## config.mk

```make
export PLATFORM = sky130hd
export DESIGN_NAME = polynomial_hash_accumulator_flat
export DESIGN_NICKNAME = d
export VERILOG_FILES = /design/src/hw/rtl/phash_pkg.sv /design/src/hw/rtl/phash_if.sv /design/src/hw/rtl/phash_mul.sv /design/src/hw/rtl/polynomial_hash_accumulator.sv /design/src/flat_wrapper.sv
export VERILOG_INCLUDE_DIRS = /design/src /design/src/hw/rtl
export SDC_FILE = /design/constraint.sdc
export NUM_CORES = 2
export LEC_CHECK = 0
export ABC_CLOCK_PERIOD_IN_PS = 30900
export BUFFER_PORTS_ARGS = -buffer_cell sky130_fd_sc_hd__buf_2
export CAP_MARGIN = 20
export CORE_MARGIN = 4
export CORE_UTILIZATION = 50
export DETAILED_ROUTE_END_ITERATION = 10
export GPL_TIMING_DRIVEN = 0
export PLACE_DENSITY = 0.71
export RECOVER_POWER = 25
export SLEW_MARGIN = 20
export SYNTH_ARGS = -nofsm -noshare
export SYNTH_HDL_FRONTEND = slang
export SYNTH_SLANG_ARGS = --single-unit
```

## constraint.sdc

```tcl
create_clock -name clock -period 30.9 [get_ports clock]
set_clock_uncertainty 0.05 [all_clocks]
set_input_delay 1.545 -clock clock [delete_from_list [all_inputs] [get_ports clock]]
set_output_delay 1.545 -clock clock [all_outputs]
set_load 0.02 [all_outputs]
```

## src/hw/rtl/assert_macros.svh

```systemverilog
// assertion macros for the rtl of the polynomial hash accumulator
// no dependencies; define ASSERT_OFF to compile the checks out
`ifndef ASSERT_MACROS_SVH
`define ASSERT_MACROS_SVH

`ifndef ASSERT_OFF

// property holds at every clock edge outside reset
`define ASSERT_AT(lbl, clk, rst, prop) \
   lbl: assert property (@(posedge clk) disable iff (rst) (prop)) \
      else $error("%m: assertion failed");

// consequent holds in the cycle after the antecedent
`define ASSERT_NEXT(lbl, clk, rst, ante, cons) \
   lbl: assert property (@(posedge clk) disable iff (rst) (ante) |=> (cons)) \
      else $error("%m: assertion failed");

`else

`define ASSERT_AT(lbl, clk, rst, prop)
`define ASSERT_NEXT(lbl, clk, rst, ante, cons)

`endif

`endif

```

## src/hw/rtl/phash_pkg.sv

```systemverilog
// shared widths and constants of the polynomial hash accumulator
// no dependencies; used by the channel interfaces and the rtl modules
package phash_pkg;

   localparam int WORD_W = 64;
   localparam int HALF_W = 32;
   localparam int BYTE_W = 8;
   localparam int LEN_W  = 48;

   localparam logic [WORD_W-1:0] BASE_RESET = 64'd1000000000000037;

endpackage

```

## src/hw/rtl/phash_if.sv

```systemverilog
// valid/ready channel interfaces of the polynomial hash accumulator
// depends on phash_pkg for the payload widths
interface phash_req_if;
   logic                            valid;
   logic                            ready;
   logic                            kind;
   logic [phash_pkg::BYTE_W-1:0]    data_byte;
   logic [phash_pkg::WORD_W-1:0]    segment_hash;
   logic [phash_pkg::LEN_W-1:0]     segment_length;
   logic                            last;

   modport source (output valid, kind, data_byte, segment_hash, segment_length, last,
                   input ready);
   modport sink   (input valid, kind, data_byte, segment_hash, segment_length, last,
                   output ready);
endinterface

interface phash_rsp_if;
   logic                            valid;
   logic                            ready;
   logic [phash_pkg::WORD_W-1:0]    hash_value;

   modport source (output valid, hash_value, input ready);
   modport sink   (input valid, hash_value, output ready);
endinterface

```

## src/hw/rtl/phash_mul.sv

```systemverilog
// 64 x 64 multiplier modulo 2^64 built on one 32 x 32 multiplier, one partial product at a time
// depends on phash_pkg; operands must stay stable from start until done
module phash_mul (
   input  logic                         clock,
   input  logic                         reset,
   input  logic                         start,
   input  logic [phash_pkg::WORD_W-1:0] op_a,
   input  logic [phash_pkg::WORD_W-1:0] op_b,
   output logic                         done,
   output logic [phash_pkg::WORD_W-1:0] product
);

   localparam int HW = phash_pkg::HALF_W;

   logic          run_ff, run_in;
   logic [1:0]    step_ff, step_in;
   logic          pval_ff, pval_in;
   logic [1:0]    pstep_ff, pstep_in;
   logic [2*HW-1:0] prod_ff, prod_in;
   logic [HW-1:0] lo_ff, lo_in;
   logic [HW-1:0] hi_ff, hi_in;
   logic          done_ff, done_in;
   logic [HW-1:0] mul_x;
   logic [HW-1:0] mul_y;

   // partial products: lo*lo, lo*hi, hi*lo; hi*hi falls outside 64 bits
   always_comb begin
      case (step_ff)
         2'd0: begin
            mul_x = op_a[HW-1:0];
            mul_y = op_b[HW-1:0];
         end
         2'd1: begin
            mul_x = op_a[HW-1:0];
            mul_y = op_b[2*HW-1:HW];
         end
         default: begin
            mul_x = op_a[2*HW-1:HW];
            mul_y = op_b[HW-1:0];
         end
      endcase
   end

   always_comb begin
      run_in   = run_ff;
      step_in  = step_ff;
      pval_in  = run_ff;
      pstep_in = step_ff;
      prod_in  = {{HW{1'b0}}, mul_x} * {{HW{1'b0}}, mul_y};
      lo_in    = lo_ff;
      hi_in    = hi_ff;
      done_in  = 1'b0;
      if (start) begin
         run_in  = 1'b1;
         step_in = 2'd0;
      end else if (run_ff) begin
         step_in = step_ff + 2'd1;
         if (step_ff == 2'd2) begin
            run_in = 1'b0;
         end
      end
      if (pval_ff) begin
         case (pstep_ff)
            2'd0: begin
               lo_in = prod_ff[HW-1:0];
               hi_in = prod_ff[2*HW-1:HW];
            end
            2'd1: begin
               hi_in = hi_ff + prod_ff[HW-1:0];
            end
            default: begin
               hi_in   = hi_ff + prod_ff[HW-1:0];
               done_in = 1'b1;
            end
         endcase
      end
   end

   always_ff @(posedge clock) begin
      if (reset) begin
         run_ff  <= 1'b0;
         pval_ff <= 1'b0;
         done_ff <= 1'b0;
         step_ff <= 2'd0;
      end else begin
         run_ff  <= run_in;
         pval_ff <= pval_in;
         done_ff <= done_in;
         step_ff <= step_in;
      end
   end

   always_ff @(posedge clock) begin
      pstep_ff <= pstep_in;
      prod_ff  <= prod_in;
      lo_ff    <= lo_in;
      hi_ff    <= hi_in;
   end

   assign done    = done_ff;
   assign product = {hi_ff, lo_ff};

endmodule

```

## src/hw/rtl/polynomial_hash_accumulator.sv

```systemverilog
// channel   | dir | payload                                          | handshake
// req       | in  | kind, data_byte, segment_hash, segment_length, last | valid/ready
// rsp       | out | hash_value                                       | valid/ready
// csr       | in  | base (64 bits)                                   | csr_we only
//
// every 64-bit multiply runs on the shared 32 x 32 multiplier in phash_mul,
// issued through the start_ff register; the sequencer does one at a time
// byte item: 2 multiplies; segment item: 2 + popcount(len) +
// floor(log2(len)) multiplies (len saturated, just one for an empty segment)
// a last item also goes through S_EMIT to hand its hash to the output register,
// and stays there while that register still holds a hash that has not been taken
// req.ready stays low while an item is in work; synchronous reset, base back to default
// depends on phash_pkg, phash_if, phash_mul and assert_macros.svh
`include "assert_macros.svh"

module polynomial_hash_accumulator #(
   parameter int LENGTH_BITS = 48
) (
   input  logic                         clock,
   input  logic                         reset,
   phash_req_if.sink                    req,
   phash_rsp_if.source                  rsp,
   input  logic                         csr_we,
   input  logic [phash_pkg::WORD_W-1:0] csr_wdata
);

   localparam int WW    = phash_pkg::WORD_W;
   localparam int LW    = phash_pkg::LEN_W;
   localparam int EXP_W = (LENGTH_BITS < LW) ? LENGTH_BITS : LW;

   typedef enum logic [6:0] {
      S_IDLE  = 7'b0000001,
      S_MAC   = 7'b0000010,
      S_PBASE = 7'b0000100,
      S_EMUL  = 7'b0001000,
      S_ESQ   = 7'b0010000,
      S_PFIN  = 7'b0100000,
      S_EMIT  = 7'b1000000
   } state_type;

   state_type         state_ff, state_in;
   logic [WW-1:0]     base_ff, base_in;
   logic [WW-1:0]     hash_ff, hash_in;
   logic [WW-1:0]     power_ff, power_in;
   logic [WW-1:0]     acc_ff, acc_in;
   logic [WW-1:0]     sq_ff, sq_in;
   logic [EXP_W-1:0]  exp_ff, exp_in;
   logic              kind_ff, kind_in;
   logic              last_ff, last_in;
   logic [WW-1:0]     op_a_ff, op_a_in;
   logic [WW-1:0]     op_b_ff, op_b_in;
   logic              start_ff, start_in;
   logic              rsp_valid_ff, rsp_valid_in;
   logic [WW-1:0]     rsp_hash_ff, rsp_hash_in;

   logic              mul_done;
   logic [WW-1:0]     mul_product;
   logic [EXP_W-1:0]  sat_len;
   state_type         fin_state;
   logic              emit_load;

   phash_mul u_mul (
      .clock   (clock),
      .reset   (reset),
      .start   (start_ff),
      .op_a    (op_a_ff),
      .op_b    (op_b_ff),
      .done    (mul_done),
      .product (mul_product)
   );

   // lengths beyond the exponent width clamp to all ones
   generate
      if (EXP_W < LW) begin : g_sat
         assign sat_len = (|req.segment_length[LW-1:EXP_W]) ? {EXP_W{1'b1}}
                                                            : req.segment_length[EXP_W-1:0];
      end else begin : g_nosat
         assign sat_len = req.segment_length[EXP_W-1:0];
      end
   endgenerate

   assign req.ready      = (state_ff == S_IDLE);
   assign rsp.valid      = rsp_valid_ff;
   assign rsp.hash_value = rsp_hash_ff;
   assign fin_state      = last_ff ? S_EMIT : S_IDLE;
   assign emit_load      = (state_ff == S_EMIT) && (!rsp_valid_ff || rsp.ready);

   always_comb begin
      state_in     = state_ff;
      base_in      = csr_we ? csr_wdata : base_ff;
      hash_in      = hash_ff;
      power_in     = power_ff;
      acc_in       = acc_ff;
      sq_in        = sq_ff;
      exp_in       = exp_ff;
      kind_in      = kind_ff;
      last_in      = last_ff;
      op_a_in      = op_a_ff;
      op_b_in      = op_b_ff;
      start_in     = 1'b0;
      rsp_valid_in = rsp_valid_ff && !rsp.ready;
      rsp_hash_in  = rsp_hash_ff;
      case (state_ff)
         S_IDLE: begin
            if (req.valid) begin
               kind_in  = req.kind;
               last_in  = req.last;
               exp_in   = sat_len;
               op_a_in  = req.kind ? req.segment_hash
                                   : {{(WW-phash_pkg::BYTE_W){1'b0}}, req.data_byte};
               op_b_in  = power_ff;
               start_in = 1'b1;
               state_in = S_MAC;
            end
         end
         S_MAC: begin
            if (mul_done) begin
               hash_in = hash_ff + mul_product;
               if (!kind_ff) begin
                  op_a_in  = power_ff;
                  op_b_in  = base_ff;
                  start_in = 1'b1;
                  state_in = S_PBASE;
               end else begin
                  acc_in = {{(WW-1){1'b0}}, 1'b1};
                  sq_in  = base_ff;
                  if (exp_ff == '0) begin
                     state_in = fin_state;
                  end else if (exp_ff[0]) begin
                     op_a_in  = {{(WW-1){1'b0}}, 1'b1};
                     op_b_in  = base_ff;
                     start_in = 1'b1;
                     state_in = S_EMUL;
                  end else begin
                     op_a_in  = base_ff;
                     op_b_in  = base_ff;
                     start_in = 1'b1;
                     state_in = S_ESQ;
                  end
               end
            end
         end
         S_EMUL: begin
            if (mul_done) begin
               acc_in   = mul_product;
               start_in = 1'b1;
               // no higher exponent bits left: skip the final squaring
               if (exp_ff[EXP_W-1:1] == '0) begin
                  op_a_in  = power_ff;
                  op_b_in  = mul_product;
                  state_in = S_PFIN;
               end else begin
                  op_a_in  = sq_ff;
                  op_b_in  = sq_ff;
                  state_in = S_ESQ;
               end
            end
         end
         S_ESQ: begin
            if (mul_done) begin
               sq_in    = mul_product;
               exp_in   = exp_ff >> 1;
               start_in = 1'b1;
               if (exp_ff[1]) begin
                  op_a_in  = acc_ff;
                  op_b_in  = mul_product;
                  state_in = S_EMUL;
               end else begin
                  op_a_in  = mul_product;
                  op_b_in  = mul_product;
                  state_in = S_ESQ;
               end
            end
         end
         S_PBASE, S_PFIN: begin
            if (mul_done) begin
               power_in = mul_product;
               state_in = fin_state;
            end
         end
         S_EMIT: begin
            if (emit_load) begin
               rsp_valid_in = 1'b1;
               rsp_hash_in  = hash_ff;
               hash_in      = '0;
               power_in     = {{(WW-1){1'b0}}, 1'b1};
               state_in     = S_IDLE;
            end
         end
         default: begin
            state_in = S_IDLE;
         end
      endcase
   end

   always_ff @(posedge clock) begin
      if (reset) begin
         state_ff     <= S_IDLE;
         base_ff      <= phash_pkg::BASE_RESET;
         hash_ff      <= '0;
         power_ff     <= {{(WW-1){1'b0}}, 1'b1};
         start_ff     <= 1'b0;
         rsp_valid_ff <= 1'b0;
      end else begin
         state_ff     <= state_in;
         base_ff      <= base_in;
         hash_ff      <= hash_in;
         power_ff     <= power_in;
         start_ff     <= start_in;
         rsp_valid_ff <= rsp_valid_in;
      end
   end

   always_ff @(posedge clock) begin
      acc_ff      <= acc_in;
      sq_ff       <= sq_in;
      exp_ff      <= exp_in;
      kind_ff     <= kind_in;
      last_ff     <= last_in;
      op_a_ff     <= op_a_in;
      op_b_ff     <= op_b_in;
      rsp_hash_ff <= rsp_hash_in;
   end

   `ASSERT_NEXT(a_busy_after_accept, clock, reset, req.valid && req.ready, !req.ready)
   `ASSERT_NEXT(a_emit_restarts, clock, reset, emit_load, hash_ff == '0 && power_ff == 64'd1)
   `ASSERT_AT(a_rsp_from_emit, clock, reset, $rose(rsp_valid_ff) |-> $past(state_ff == S_EMIT))
   `ASSERT_AT(a_done_when_busy, clock, reset, mul_done |-> state_ff != S_IDLE && state_ff != S_EMIT)

endmodule

```

## src/flat_wrapper.sv

```systemverilog
// flat-port wrapper written by rule: the top's interface ports become plain ports
module polynomial_hash_accumulator_flat 
#(
   parameter int LENGTH_BITS = 48
)
  (clock, reset, csr_we, csr_wdata, req_valid, req_kind, req_data_byte, req_segment_hash, req_segment_length, req_last, req_ready, rsp_valid, rsp_hash_value, rsp_ready);
  phash_req_if req_i ();
  phash_rsp_if rsp_i ();
  input  logic clock;
  input  logic reset;
  input  logic csr_we;
  input  logic [phash_pkg::WORD_W-1:0] csr_wdata;
  input wire logic [$bits(req_i.valid)-1:0] req_valid;
  input wire logic [$bits(req_i.kind)-1:0] req_kind;
  input wire logic [$bits(req_i.data_byte)-1:0] req_data_byte;
  input wire logic [$bits(req_i.segment_hash)-1:0] req_segment_hash;
  input wire logic [$bits(req_i.segment_length)-1:0] req_segment_length;
  input wire logic [$bits(req_i.last)-1:0] req_last;
  output wire logic [$bits(req_i.ready)-1:0] req_ready;
  output wire logic [$bits(rsp_i.valid)-1:0] rsp_valid;
  output wire logic [$bits(rsp_i.hash_value)-1:0] rsp_hash_value;
  input wire logic [$bits(rsp_i.ready)-1:0] rsp_ready;
  assign req_i.valid = req_valid;
  assign req_i.kind = req_kind;
  assign req_i.data_byte = req_data_byte;
  assign req_i.segment_hash = req_segment_hash;
  assign req_i.segment_length = req_segment_length;
  assign req_i.last = req_last;
  assign req_ready = req_i.ready;
  assign rsp_valid = rsp_i.valid;
  assign rsp_hash_value = rsp_i.hash_value;
  assign rsp_i.ready = rsp_ready;
  polynomial_hash_accumulator #(.LENGTH_BITS(LENGTH_BITS)) u_core (.clock(clock), .reset(reset), .req(req_i), .rsp(rsp_i), .csr_we(csr_we), .csr_wdata(csr_wdata));
endmodule
```

* Word level (Yosys, flattened, before mapping)
Index checks and enable logic that the tools add are counted.
** Word-level totals
- Flip-flop bits (word level) :: 706
- Bits of input ports :: 191
- Output and inout bits :: 66
- Word-level logic and storage cells :: 137
** Cells by class
- $add $sub $neg :: 3
- $mul :: 1
- Equality and inequality tests :: 18
- Multiplexer cells :: 61
- Bitwise operators :: 1
- Reductions and logical operators :: 31
** Operators with widths (number)
- $mux 64 :: 24
- $pmux 64 s2 :: 4
- $pmux 64 s4 :: 2
- $mux 32 :: 3
- $mux 48 :: 2
- $pmux 48 s2 :: 1
- $add 64x64->64 :: 1
- $mul 32x32->64 :: 1
- $mux 7 :: 9
- $logic_not 48->1 :: 1
- $logic_not 47->1 :: 1
- $pmux 7 s6 :: 1
- $add 32x32->32 :: 1
- $reduce_and 6->1 :: 2
- $reduce_or 2->1 :: 6
- $mux 1 :: 11
- $mux 5 :: 2
- $ne 2x2->1 const B :: 5
- $reduce_bool 2->1 :: 5
- $reduce_and 3->1 :: 3
- $reduce_and 4->1 :: 2
- $eq 7x1->1 const B :: 1
- $eq 7x2->1 const B :: 1
- $eq 7x3->1 const B :: 1
- 18 further kinds :: 25

* Logic depth before layout (Yosys ltp)
- Word-level depth :: 5
- Depth in mapped cells :: 34

* By module
A second synthesis with hierarchy kept.
** Second synthesis, totals
- Cells, all modules :: 7133
- Area, all modules :: 66861.6 um^2
** By module, submodules not included
- phash_mul :: times used 1, cells an instance 4224, area each 38435.6 um^2
- polynomial_hash_accumulator :: times used 1, cells an instance 2909, area each 28426.0 um^2

* Worst setup path after synthesis
OpenSTA, ideal clock, no wires.
- Kind :: input port to flip-flop
- Start :: in req_valid
- End :: reg u_core.state_ff[0]
- Setup time :: 0.846 ns
- Data arrival time :: 22.004 ns
- Data required time :: 30.004 ns
- Setup slack :: 8.000 ns
- Stages :: 3
- Buffers on the path :: 0
- Cells stage by stage :: nor2b_1 a2111oi_0 o21bai_1
** Between the ends
- Longest elaborated chain between the ends :: 2
** RTL lines
- start, declared :: RTL line flat_wrapper.sv:13 : input wire logic [$bits(req_i.valid)-1:0] req_valid;
- $ne 2x2->1 (no line)
- $reduce_and 6->1 (no line)
- end signal, assigned :: RTL line polynomial_hash_accumulator.sv:205 : state_ff <= state_in;
- end, declared :: RTL line polynomial_hash_accumulator.sv:41 : state_type state_ff, state_in;
Every way passes these cells.
A chain may end at the register's enable or synchronous reset.

* Worst setup path after layout
- Start :: reg u_core.u_mul.step_ff[0], in the netlist u_core.u_mul.pstep_in[0]
- End :: reg u_core.u_mul.prod_ff[63]
** Between the ends
- Longest elaborated chain between the ends :: 4
- Elaborated cells between the ends (all ways) :: 6
- Those cells by class :: mul: 1; eq/ne: 1; mux: 2; reduce/logical: 2
** RTL lines
- start, declared :: RTL line phash_mul.sv:16 : logic [1:0] step_ff, step_in;
- start signal, assigned :: RTL line phash_mul.sv:89 : step_ff <= step_in;
- $eq 2x1->1 / $logic_not 2->1 (equally long branches) :: RTL line phash_mul.sv:28 : case (step_ff)
- $reduce_or 2->1 (no line)
- $mux 32 :: RTL line phash_mul.sv:28
- $mul 32x32->64 (*) :: RTL line phash_mul.sv:49 : prod_in = {{HW{1'b0}}, mul_x} * {{HW{1'b0}}, mul_y};
- net u_core.u_mul.prod_in[63] :: RTL line phash_mul.sv:19 : logic [2*HW-1:0] prod_ff, prod_in;
- end signal, assigned :: RTL line phash_mul.sv:95 : prod_ff <= prod_in;
- end, declared :: RTL line phash_mul.sv:19
The timed path passes the listed nets; every way through them passes the cells marked *.

==> impl_metrics.ini <==
[run_status]
status = finished, violations left
violations = capacitance limit, slew limit

[die]
start_util_pct = 50.41
fp.dieW_um = 372.3
core.rowCount = 133
die_area_um2 = 138600
die-height_um = 372.3
core_um2 = 131600
ios = 257

[yosys]
synth_top_area_share_pct = 27.09
yosys.cell_types.count = 98
synthXorXnorAreaFrac_pct = 1.861
syn_area_um2 = 66350
synth_area_leaders = fa_1 (27%), edfxtp_1 (20%), dfxtp_1 (8.2%)
synth-edff-count = 434
synth_compound_area_share_pct = 10.74
synth_top_family_by_area = adder cells
synthFlopType = edfxtp_1
yosys_warnings = 0
synthAdderAreaFrac_pct = 33.88
synth.ff_latch_count = 706
seq_area_frac_synth_pct = 27.85
synth_largest_area_cell = fa_1
synth_simple_gate_area_share_pct = 13.61
synthMuxAreaShare_pct = 4.761
syn_nets = 8332
ys_async_sr_fraction_pct = 0
avgSynthCellArea_um2 = 9.640
synth_cells = 6883

[cts]
clock_sinks = 706
clkLatencyLatePin_ns = 0.64
cts_root_buffer = clkbuf_16
clk_pin_slew_ns = 0.07
ctsResizeCount = 0
clockBufferDepth = 3
cts_hold_buf = 0
post_cts_buffers = 0
cts_tree = built
htreeDepth = 3
cts_buffers = 67

[global_route]
grt_max_degree = 59
overflow = 0
grt_pass1_vias = 56176
gr-usage-met3_pct = 10.13
grt_pass1_wl_um = 376900
gr-usage-met1_pct = 46.09
grt_usage_pct = 37.75
grt.met2_usage_pct = 57.09
grt.busiest_layer = met2
antenna_found_initial = 16

[cells_and_area]
fill_cells = 11840
drive_above_1_share_pct = 7.287
area_delta_synth_final_pct = 9.421
fin_area_um2 = 72600
final_nets = 8700

[setup_path]
cp-end-kind = register
crit_path_top_delay_cell = clkbuf_1
path_delay_family = adder cells
arrival_ns = 12.96
start_kind = register
startpoint = u_core.u_mul.pstep_in[0]
worstPathRequired_ns = 31.34
crit_buf_inv = 8
cpPeakStageDelay_ns = 0.96
critPathKind = register to register
reg2reg_from = u_core.u_mul.pstep_in[0]
crit_path_max_fanout = 10
cpMostUsedCell = fa_1

[sta]
tightestPinTransition_ns = 1.872
finalSetupViolations = 0
rsz0062_at_grt = false
maxSlewViolCount = 50
finalHoldViolations = 0
relSlewSlack_pct = -24.80
min_period_ns = 12.52
fmax_ghz = 0.07989
final.period_utilization_pct = 40.51

[worst_hold_path]
min_path_type = register to register
hp-start = u_core.u_mul.pstep_in[1]

[placed_design]
dp_hpwl_um = 212600
numPortBuffers = 255
place_area_um2 = 70540
finalWeightedCongestion = 1.065

[drt]
drt-vias-per-instance = 6.115
dr.pass1.iters = 11
drt_iter0_markers = 7035
ant_nets = 0
totalWireLength_um = 262600
post_drt_wl_per_cell_um = 28.96
remaining_drc_errors = 0
vias = 55435

[flow_run]
drv_cap = 2
==> flip-flops by register name, summed over array words and instances, names as in the netlist, 2 cells and up <==
register,cells
u_core.u_mul.hi_ff,32
u_core.op_a_ff,64
u_core.base_ff,64
u_core.state_ff,7
u_core.hash_ff,64
u_core.sq_ff,64
u_core.u_mul.prod_ff,64
u_core.op_b_ff,64
u_core.u_mul.pstep_in,2
u_core.rsp.hash_value,64
u_core.u_mul.lo_ff,32
u_core.acc_ff,64
u_core.u_mul.pstep_ff,2
u_core.power_ff,64
u_core.exp_ff,48
==> cells in the mapped netlist, drive strengths merged, types with 13 or more instances <==
| cell type | n |
|---|---|
| or2 | 14 |
| nand2 | 975 |
| xnor2 | 93 |
| nand2b | 22 |
| and3 | 22 |
| a22oi | 81 |
| buf | 44 |
| fa | 898 |
| nor4 | 13 |
| dfxtp | 272 |
| and2 | 71 |
| a221o | 65 |
| edfxtp | 434 |
| inv | 887 |
| ha | 360 |
| nand4 | 32 |
| nor2 | 788 |
| a211oi | 19 |
| a211o | 26 |
| a221oi | 16 |
| o31ai | 19 |
| mux2 | 69 |
| a31oi | 20 |
| o21bai | 35 |
| nor2b | 44 |
| a222oi | 64 |
| a21oi | 252 |
| clkbuf | 341 |
| nand3 | 112 |
| nor3 | 29 |
| o21a | 15 |
| xor2 | 48 |
| mux2i | 238 |
| o21ai | 260 |
| a21o | 93 |
==> through the flow <==
stage	setup TNS, ns	instances	util, %	hold slack [ns]	setup WS, ns
2_1_floorplan	0	6883	-	0.3167	8.000
3_3_place_gp	-28.03	8893	53.05	0.3284	-0.3677
3_5_place_dp	0	8937	53.59	0.3269	18.79
4_1_cts	0	9056	55.22	0.3407	18.72
5_1_grt	0	9058	55.14	0.3537	18.27
6_report	0	9066	55.16	0.3436	18.38
==> area by class of cell <==
type	instances	area (µm²)	area share [%]
sequential	706	18480	25.45
timing repair buffer	299	1684	2.320
inverter	887	3331	4.587
clock buffer	88	1869	2.575
buffer	386	1519	2.092
tap	1755	2196	3.024
antenna	10	25.02	0.03447
clock inverter	31	285.3	0.3929
multi-input combinational	4904	43220	59.52
==> routing by layer <==
| layer | vias to the layer above | part of all wire [%] |
|---|---|---|
| li1 | 23400 | - |
| met1 | 27184 | 35 |
| met2 | 3897 | 43 |
| met3 | 938 | 12 |
| met4 | 16 | 9.5 |
| met5 | - | 0.037 |
==> cell families (layout without fill, tap and decap cells) <==
logic type / Yosys count / count (layout)
other: 0 / 10
XOR/XNOR: 141 / 141
buffers and inverters: 1273 / 1691
adder cells (fa/ha/maj): 1258 / 1258
AO/OA/AOI/OAI: 1036 / 1036
multiplexers: 307 / 307
flip-flops: 706 / 706
AND/OR/NAND/NOR: 2162 / 2162
==> path summary, 6_finish.rpt <==
path	depth (start not counted)	slack, ns	end
worst max register to register	30	18.38	u_core.u_mul.prod_ff[63]
worst min register to register	0	0.34	u_core.u_mul.pstep_ff[1]
worst min-delay path	0	0.34	u_core.u_mul.pstep_ff[1]
worst max-delay path	30	18.38	u_core.u_mul.prod_ff[63]
==> worst reg2reg max path, delay by kind of cell, from the launching register on <==
| kind | cells | cell delay (ns) |
|---|---|---|
| buf+inv | 8 | 2.48 |
| mux | 1 | 0.92 |
| compound gates | 7 | 2.45 |
| flops | 1 | 0.40 |
| xor+xnor | 1 | 0.19 |
| simple gates | 3 | 1.26 |
| fa+ha+maj | 10 | 4.60 |
==> layout by cell type (no fill, tap or decap), types with 35 or more instances in the layout <==
cell         n
nand2_1    974
clkbuf_1   400
edfxtp_1   434
buf_2      245
o21bai_1    35
o21ai_0    252
xor2_1      48
xnor2_1     93
inv_1      886
nand3_1    111
mux2i_1    207
clkbuf_16   70
a21oi_1    251
ha_1       360
mux2_2      68
fa_1       898
a21o_1      89
dfxtp_1    272
nor2b_1     44
a22oi_1     81
a221o_1     65
a222oi_1    64
and2_1      37
nor2_1     787
Power is left out: the tool's default activity adds up to more than one toggle a clock period on the data nets, which glitch-free logic cannot reach.
